## config.mk

```make
export PLATFORM = sky130hd
export DESIGN_NAME = address_allow_list_table
export DESIGN_NICKNAME = d
export VERILOG_FILES = /design/src/hdl/aal_pkg.sv /design/src/hdl/aal_ctrl.sv /design/src/hdl/aal_dp.sv /design/src/hdl/address_allow_list_table.sv
export SDC_FILE = /design/constraint.sdc
export NUM_CORES = 2
export LEC_CHECK = 0
export BUFFER_PORTS_ARGS = -buffer_cell sky130_fd_sc_hd__buf_2
export CAP_MARGIN = 20
export CELL_PAD_IN_SITES_DETAIL_PLACEMENT = 0
export CELL_PAD_IN_SITES_GLOBAL_PLACEMENT = 1
export CORE_ASPECT_RATIO = 1.1
export CORE_MARGIN = 5
export CORE_UTILIZATION = 45
export CTS_CLUSTER_SIZE = 30
export DETAILED_ROUTE_END_ITERATION = 16
export PLACE_DENSITY = 0.79
export REMOVE_ABC_BUFFERS = 1
export SLEW_MARGIN = 0
export SYNTH_ARGS = -nofsm -noshare
export SYNTH_HDL_FRONTEND = slang
export SYNTH_HIERARCHICAL = 1
export SYNTH_SLANG_ARGS = --single-unit
```

## constraint.sdc

```tcl
create_clock -name clk -period 8.5 [get_ports clk]
set_clock_uncertainty 0.2 [all_clocks]
set_input_delay 1.7 -clock clk [delete_from_list [all_inputs] [get_ports clk]]
set_output_delay 1.7 -clock clk [all_outputs]
set_load 0.01 [all_outputs]
```

## src/hdl/aal_pkg.sv

```systemverilog
// Package for the address allow-list table.
// Holds request/result payload types, operation codes and controller links.
// No dependencies.
`default_nettype none

package aal_pkg;

  localparam int ENTRIES_DEFAULT = 64;
  localparam int ADDR_W = 32;
  localparam int SLOT_W = 6;
  localparam int COUNT_W = 7;

  localparam logic [1:0] KIND_ADD = 2'd0;
  localparam logic [1:0] KIND_QUERY = 2'd1;
  localparam logic [1:0] KIND_REMOVE = 2'd2;

  typedef struct packed {
    logic [1:0]        kind;
    logic [ADDR_W-1:0] address;
  } request_t;

  typedef struct packed {
    logic               hit;
    logic               table_full;
    logic [SLOT_W-1:0]  slot;
    logic [COUNT_W-1:0] active_count;
  } result_t;

  typedef struct packed {
    logic load;
    logic commit;
  } aal_cmd_t;

  typedef struct packed {
    logic out_free;
  } aal_sts_t;

endpackage

`default_nettype wire

```

## src/hdl/aal_ctrl.sv

```systemverilog
// Controller for the address allow-list table.
// Sequences accept and commit of one request; uses aal_pkg.
`default_nettype none

module aal_ctrl (
  input  logic              clk,
  input  logic              rst,
  input  logic              request_valid,
  output logic              request_stall,
  input  aal_pkg::aal_sts_t sts,
  output aal_pkg::aal_cmd_t cmd
);
  import aal_pkg::*;

  typedef enum logic [1:0] {
    S_IDLE   = 2'b01,
    S_COMMIT = 2'b10
  } state_t;

  state_t state;
  state_t state_next;

  always_comb begin
    state_next = state;
    cmd.load = 1'b0;
    cmd.commit = 1'b0;
    unique case (state)
      S_IDLE: begin
        if (request_valid) begin
          cmd.load = 1'b1;
          state_next = S_COMMIT;
        end
      end
      S_COMMIT: begin
        if (sts.out_free) begin
          cmd.commit = 1'b1;
          state_next = S_IDLE;
        end
      end
      default: begin
        state_next = S_IDLE;
      end
    endcase
  end

  assign request_stall = (state != S_IDLE);

  always_ff @(posedge clk) begin
    if (rst) begin
      state <= S_IDLE;
    end else begin
      state <= state_next;
    end
  end

endmodule

`default_nettype wire

```

## src/hdl/aal_dp.sv

```systemverilog
// Datapath for the address allow-list table: entry registers, parallel
// compare, priority encoders, active count and result register; uses aal_pkg.
`default_nettype none

module aal_dp #(
  parameter int ENTRIES = aal_pkg::ENTRIES_DEFAULT
) (
  input  logic              clk,
  input  logic              rst,
  input  aal_pkg::request_t request,
  input  aal_pkg::aal_cmd_t cmd,
  output aal_pkg::aal_sts_t sts,
  output logic              result_valid,
  input  logic              result_stall,
  output aal_pkg::result_t  result
);
  import aal_pkg::*;

  localparam int IDX_W = (ENTRIES > 1) ? $clog2(ENTRIES) : 1;
  localparam int CNT_W = $clog2(ENTRIES + 1);

  logic [ADDR_W-1:0]  addr_q [ENTRIES];
  logic [ENTRIES-1:0] valid_q;
  logic [1:0]         req_kind;
  logic [ADDR_W-1:0]  req_addr;
  logic [ENTRIES-1:0] match_q;
  logic [ENTRIES-1:0] free_q;
  logic [CNT_W-1:0]   count;

  logic               match_any;
  logic               free_any;
  logic [IDX_W-1:0]   match_idx;
  logic [IDX_W-1:0]   free_idx;
  logic               wr_en;
  logic               clr_en;
  logic [CNT_W-1:0]   count_next;
  logic               hit_next;
  logic               full_next;
  logic [IDX_W-1:0]   slot_idx;
  logic [IDX_W+SLOT_W-1:0]  slot_ext;
  logic [CNT_W+COUNT_W-1:0] count_ext;

  // Lowest set bit wins.
  always_comb begin
    match_idx = '0;
    free_idx = '0;
    for (int i = ENTRIES - 1; i >= 0; i--) begin
      if (match_q[i]) begin
        match_idx = IDX_W'(i);
      end
      if (free_q[i]) begin
        free_idx = IDX_W'(i);
      end
    end
  end

  assign match_any = |match_q;
  assign free_any = |free_q;

  always_comb begin
    wr_en = 1'b0;
    clr_en = 1'b0;
    hit_next = 1'b0;
    full_next = 1'b0;
    slot_idx = '0;
    count_next = count;
    unique case (req_kind)
      KIND_ADD: begin
        if (match_any) begin
          hit_next = 1'b1;
          slot_idx = match_idx;
        end else if (free_any) begin
          wr_en = 1'b1;
          slot_idx = free_idx;
          count_next = count + CNT_W'(1);
        end else begin
          full_next = 1'b1;
        end
      end
      KIND_QUERY: begin
        if (match_any) begin
          hit_next = 1'b1;
          slot_idx = match_idx;
        end
      end
      KIND_REMOVE: begin
        if (match_any) begin
          clr_en = 1'b1;
          hit_next = 1'b1;
          slot_idx = match_idx;
          count_next = count - CNT_W'(1);
        end
      end
      default: begin
      end
    endcase
  end

  assign slot_ext = {{SLOT_W{1'b0}}, slot_idx};
  assign count_ext = {{COUNT_W{1'b0}}, count_next};
  assign sts.out_free = !result_valid || !result_stall;

  // Capture request and compare against all entries.
  always_ff @(posedge clk) begin
    if (cmd.load) begin
      req_kind <= request.kind;
      req_addr <= request.address;
      for (int i = 0; i < ENTRIES; i++) begin
        match_q[i] <= valid_q[i] && (addr_q[i] == request.address);
      end
      free_q <= ~valid_q;
    end
  end

  always_ff @(posedge clk) begin
    for (int i = 0; i < ENTRIES; i++) begin
      if (cmd.commit && wr_en && (free_idx == IDX_W'(i))) begin
        addr_q[i] <= req_addr;
      end
    end
  end

  always_ff @(posedge clk) begin
    if (rst) begin
      valid_q <= '0;
      count <= '0;
    end else if (cmd.commit) begin
      count <= count_next;
      for (int i = 0; i < ENTRIES; i++) begin
        if (wr_en && (free_idx == IDX_W'(i))) begin
          valid_q[i] <= 1'b1;
        end else if (clr_en && (match_idx == IDX_W'(i))) begin
          valid_q[i] <= 1'b0;
        end
      end
    end
  end

  always_ff @(posedge clk) begin
    if (cmd.commit) begin
      result.hit <= hit_next;
      result.table_full <= full_next;
      result.slot <= slot_ext[SLOT_W-1:0];
      result.active_count <= count_ext[COUNT_W-1:0];
    end
  end

  always_ff @(posedge clk) begin
    if (rst) begin
      result_valid <= 1'b0;
    end else if (cmd.commit) begin
      result_valid <= 1'b1;
    end else if (!result_stall) begin
      result_valid <= 1'b0;
    end
  end

endmodule

`default_nettype wire

```

## src/hdl/address_allow_list_table.sv

```systemverilog
// Top level of the address allow-list table.
// Joins aal_ctrl and aal_dp; uses aal_pkg.
//
//   channel   direction  handshake                      payload
//   request   in         request_valid / request_stall  aal_pkg::request_t
//   result    out        result_valid / result_stall    aal_pkg::result_t
//
// A request passes an accept step and a commit step: accept registers the compare of the
// address against every entry; commit, which waits while a held result stalls, picks the
// lowest match or free slot, updates the table and loads the result register.
// The result register parts the two sides; a held result stalls only the
// commit step. Reset clears all valid marks and the count at once.
`default_nettype none

module address_allow_list_table #(
  parameter int ENTRIES = aal_pkg::ENTRIES_DEFAULT
) (
  input  logic              clk,
  input  logic              rst,
  input  logic              request_valid,
  output logic              request_stall,
  input  aal_pkg::request_t request,
  output logic              result_valid,
  input  logic              result_stall,
  output aal_pkg::result_t  result
);
  import aal_pkg::*;

  aal_cmd_t cmd;
  aal_sts_t sts;

  aal_ctrl u_ctrl (
    .clk           (clk),
    .rst           (rst),
    .request_valid (request_valid),
    .request_stall (request_stall),
    .sts           (sts),
    .cmd           (cmd)
  );

  aal_dp #(
    .ENTRIES (ENTRIES)
  ) u_dp (
    .clk          (clk),
    .rst          (rst),
    .request      (request),
    .cmd          (cmd),
    .sts          (sts),
    .result_valid (result_valid),
    .result_stall (result_stall),
    .result       (result)
  );

endmodule

`default_nettype wire
```

# == Word-level counts from Yosys, hierarchy flattened ==
# Memories as Yosys holds them, arrays and structs flattened.
# Index checks and enable logic that the tools add are counted.
# word_totals
register_bits,251
mem_bits_rw,2048
out_inout_bits,17
n_memories,1
# classes
add_sub_neg,2
n_eq_ne,198
mux,596
bitwise_logic,2
n_reduce_logical,460
# mem_list
name,depth,word_bits,read_ports,rd_ports_with_merged_regs,write_ports,line_no,rtl
u_dp.addr_q,64,32,64,0,1,aal_dp.sv:22,logic [ADDR_W-1:0] addr_q [ENTRIES];
# op_table
op,n
equality test 32 bit,64
2-to-1 mux 32 bit,63
OR reduction 32 bit,63
2-to-1 mux 6 bit,194
equality test 6 bit (second input constant),64
2-to-1 mux 1 bit,331
logical AND 1 bit,257
equality test 6 x 5 -> 1 bit (second input constant),32
AND reduction 2 bit,65
nonzero test 2 bit,64
OR reduction 64 bit,2
equality test 6 x 4 -> 1 bit (second input constant),16
OR reduction 65 bit,1
NOT 64 bit,1
equality test 6 x 3 -> 1 bit (second input constant),8
equality test 6 x 2 -> 1 bit (second input constant),4
2-to-1 mux 7 bit,3
one-hot mux 7 bit (2 select lines),1
equality test 6 x 1 -> 1 bit (second input constant),2
zero test 6 bit,2
one-hot mux 6 bit (2 select lines),1
adder 7 x 1 -> 7 bit (second input constant),1
subtractor 7 x 1 -> 7 bit (second input constant),1
equality test 2 x 1 -> 1 bit (second input constant),2
11 further kinds,16

# == Logic depth before layout (Yosys ltp) ==
# logic_depth
depth_word,132
depth_mapped,10
ltp_nobuf,9

# == Hierarchy ==
# Netlist, hierarchy kept.
# modules_own_cells
module,n_inst,cells_each,area_each_um2,seq_area_each_um2
aal_dp,1,6057,95750.6,68255.5
aal_ctrl,1,9,95.1,40.0

# == Worst setup path before layout ==
# No wires, ideal clock.
# synth_timing
path_kind,input port to flip-flop
from,input port result_stall
to,"memory u_dp.addr_q[15][0], in the netlist u_dp/addr_q[0][480] (enable)"
arrival_time_ns,6.160
setup_slack_ns,1.635
stages,6
n_path_buf,1
path_cell_list,nand2_1 nand2_1 nor2_1 nand3_1 buf_2 nor4_1
# synth_lines
element,line_no,rtl
"start, declared",address_allow_list_table.sv:24,"input logic result_stall,"
"end, declared",aal_dp.sv:22,

# == Worst setup path in the final report ==
# layout_timing
from,register u_dp.match_q[20]
to,"memory u_dp.addr_q[56][12], in the netlist u_dp/addr_q[1][780] (enable)"
# layout_between
elab_chain_len,71
elab_cells_between_ends,385
cone_classes,mux (256); reduce/logical (129)
# layout_rtl
element,line_no,rtl
"start, declared",aal_dp.sv:26,logic [ENTRIES-1:0] match_q;
"start signal, assigned by index",aal_dp.sv:109,match_q[i] <= valid_q[i] && (addr_q[i] == request.address);
OR reduction 64 bit *,aal_dp.sv:57,assign match_any = |match_q;
2-to-1 mux 1 bit *,aal_dp.sv:69,if (match_any) begin
2-to-1 mux 1 bit *,aal_dp.sv:67,unique case (req_kind)
logical AND 1 bit *,aal_dp.sv:117,if (cmd.commit && wr_en && (free_idx == IDX_W'(i))) begin
logical AND 1 bit,aal_dp.sv:117,
2-to-1 mux 1 bit,aal_dp.sv:117,
2-to-1 mux 1 bit (implied by the code),aal_dp.sv:118,addr_q[i] <= req_addr;
OR reduction 32 bit (no source line),--,
2-to-1 mux 6 bit (no source line) or 2-to-1 mux 1 bit (tied branches) (63 in a row),--,
# Every way passes the cells marked *; elsewhere a longest branch is shown, timed or not.

==> results.tsv <==
stage	metric	value	unit
outcome	status	finished clean	
critical_path	worstSetupPathType	reg2reg	
synth	synth_cell_types	79	
critical_path	critical-path-max-stage-delay	890	ps
critical_path	cp_common_cell	buf_4	
placed_design	dp.cells	8876	
synth	ys_seq_elements	2299	
timing	fin_crit	4941	ps
timing	final_hold_viol_count	0	
clock_network	tritoncts	yes	
pwr	power	23.93	mW
floorplan	num_io_pins	55	
critical_path	path_max_fanout	24	
clock_network	postCtsSetupRepairBufs	0	
timing	slew_viol_final	0	
timing	tns	0	ps
final_layout	synthToLayoutAreaGrowth	13.10	%
clock_network	cts_resized	0	
synth	synth_ff_type	edfxtp_1	
timing	rsz0062_at_grt	no	
global_routing	grt_use_total	28.85	%
pwr	leakage	31.84	nW
synth	yosys_warnings	6	
clock_network	cts-root-buf	clkbuf_16	
floorplan	placement_rows	177	
synth	async_flop_share	0	%
clock_network	clock_path_buffers	3	
placed_design	gp_congestion	0.9695	
clock_network	cts.sinks	2299	
critical_path	critPathTopFamily	simple AND/OR/NAND/NOR gates	
timing	holdWs	261.2	ps
route	vias	57810	
run	max-cap-violations	0	
pwr	ir_drop	0.1860	mV
clock_network	insertion_delay	890	ps
route	firstDrtPassIters	6	
placed_design	dpl_cell_area	101200	sq um
synth	syn_inst	6066	
route	antenna_left	0	
critical_path	cpMaxStageDelayCell	nor4_1	
critical_path	crit_arrival	5300	ps
timing	finalSetupViolations	0	
final_layout	fin_nets	6369	
synth	synth.avg_cell_area	15.80	sq um
timing	fin_ws	3559	ps
route	drc	0	
route	drtIter0Drc	8887	
floorplan	die_x	450.0	um
critical_path	worstSetupEndpointType	flop	
critical_path	start_kind	flop	
placed_design	dpl.hpwl	184.5	mm
synth	synth_edf_count	2225	
timing	slew_headroom	18.19	%
floorplan	initial_core_util	45.27	%
timing	worst_slew_pin_slew	1216	ps
clock_network	cts-buffers-inserted	218	
global_routing	grt_max_degree	50	
final_layout	fin_area	108400	sq um
final_layout	drive_gt1_share	10.95	%
worst_hold_path	hp-class	reg2reg	
route	wl_per_cell	35.28	um
floorplan	die_area	222300	sq um
critical_path	path_cells	nor4_1 > and4_1 > nand4_4 > a211oi_4 > nand4_2 > buf_4 > nor3_2 > buf_4	
floorplan	die-height	494.0	um
timing	final.period_utilization	58.13	%
critical_path	crit_required	8860	ps
route	via_per_inst	6.221	
clock_network	path_clk_slew	60	ps
final_layout	fin_cells	9292	
global_routing	gr-total-overflow	0	
clock_network	cts.hold.buffers_added	0	
pwr	powerDensity	220.7	nW/um^2
synth	seq_area_frac_synth	71.26	%
synth	syn_area	95850	sq um
global_routing	grt_pass1_wl	446.1	mm
global_routing	grt_pass1_vias	55550	
route	wl	327.8	mm
timing	timing.fmax	0.2024	GHz
final_layout	utilization	51.20	%
global_routing	antenna_found_initial	34	
clock_network	cts_max_level	4	
placed_design	pre_cts_slack	3029	ps
critical_path	crit_buf_inv	2	
floorplan	core	211700	sq um
placed_design	io_buffers	54	
[sequential cells by signal, summed over array words and instances, names as in the netlist, 7 cells and up]
name,flops
u_dp/addr_q,2048
u_dp/count,7
u_dp/free_q,64
u_dp/match_q,64
u_dp/req_addr,32
u_dp/result,15
u_dp/valid_q,64
[cell usage after synthesis (5+ instances only)]
library cell | number | share of area, %
o21ai_0 | 65 | 0.34
nor4_1 | 231 | 1.5
o21a_1 | 20 | 0.16
nor3_1 | 77 | 0.40
o21bai_1 | 7 | 0.055
a2111oi_0 | 5 | 0.046
buf_1 | 81 | 0.32
a211oi_1 | 9 | 0.070
xor2_1 | 256 | 2.3
and4_1 | 7 | 0.064
o31ai_1 | 10 | 0.078
a31oi_1 | 5 | 0.033
ha_1 | 5 | 0.065
o21ai_1 | 8 | 0.042
dfxtp_1 | 74 | 1.5
o211ai_1 | 42 | 0.33
nand3_1 | 88 | 0.46
or4_1 | 14 | 0.11
buf_2 | 5 | 0.026
edfxtp_1 | 2225 | 70
or3_1 | 15 | 0.098
nor2_1 | 82 | 0.32
clkbuf_1 | 181 | 0.71
xnor2_1 | 1792 | 16
nand2_1 | 50 | 0.20
and3_1 | 5 | 0.033
inv_1 | 96 | 0.38
nor2b_1 | 8 | 0.052
nand4_1 | 459 | 3.0
nand2b_1 | 12 | 0.078
a21oi_1 | 53 | 0.28
o32ai_1 | 6 | 0.055
[power by group]
group / internal [mW] / total (mW) / switching [mW]
logic: 0.414 / 1.61 / 1.20
clock network: 5.52 / 9.78 / 4.26
registers: 12.5 / 12.5 / 0.0538
total: 18.4 / 23.9 / 5.51
[cells in the final DEF (no fill, tap or decap), drive strengths merged, types with 4 or more instances in the layout]
cell      Yosys  routed
nand2        50      50
bufinv        0      22
clkbuf      182     282
nor3         77      77
o21ai        73      73
nand4       462     462
buf          86     308
ha            5       5
a21oi        53      53
o31ai        10      10
nor2b         8       8
o21a         20      20
and4          7       7
nand2b       12      12
a311oi        4       4
a31oi         5       5
edfxtp     2225    2225
nor2         85      85
nand3        88      88
or4          14      14
a2111oi       6       6
inv          96     103
nor4        235     235
and3          5       5
dfxtp        74      74
o211ai       42      42
xor2        256     256
or3          15      15
clkinv        1      84
a211oi       10      10
diode         0      13
clkinvlp      0       5
o21bai        7       7
o32ai         6       6
xnor2      1792    1792
[path summary, 6_finish.rpt]
path	slack (ps)	depth (start not counted)	start	to
max	3560	8	u_dp/match_q[20]$_DFFE_PP_	u_dp/addr_q[1][780]$_DFFE_PP_
min	260	0	u_dp/req_addr[21]$_DFFE_PP_	u_dp/addr_q[1][181]$_DFFE_PP_
max reg2reg	3560	8	u_dp/match_q[20]$_DFFE_PP_	u_dp/addr_q[1][780]$_DFFE_PP_
min reg2reg	260	0	u_dp/req_addr[21]$_DFFE_PP_	u_dp/addr_q[1][181]$_DFFE_PP_
[layer usage]
layer | routed length (um) | track usage [%] | share of wire (%) | up-vias
met5 | 35 | 0 | 0.011 | -
met1 | 117500 | 37.81 | 36 | 29750
met2 | 154400 | 47.07 | 47 | 4222
met4 | 17250 | 13.03 | 5.3 | 4
met3 | 38600 | 5.446 | 12 | 865
li1 | - | - | - | 22970
[cell type report]
type                       count  area, sq um
sequential                  2299        68300
clock inverter               117         1255
clock buffer                 282         5849
inverter                      97        364.1
timing repair buffer         308         2634
antenna                       13        32.53
multi-input combinational   3402        26500
tap                         2774         3471
fill                       17080       103300
[logic make-up after synthesis]
kind of cell / share of synthesized area, %
buffers and inverters: 1.437
DFF: 71.26
AOI/OAI and AO/OA: 1.956
adders and majority gates: 0.06527
xor gates and xnor gates: 18.71
muxes: 0.01175
and+or+nand+nor: 6.560
Power figures use the tool's default switching activity.
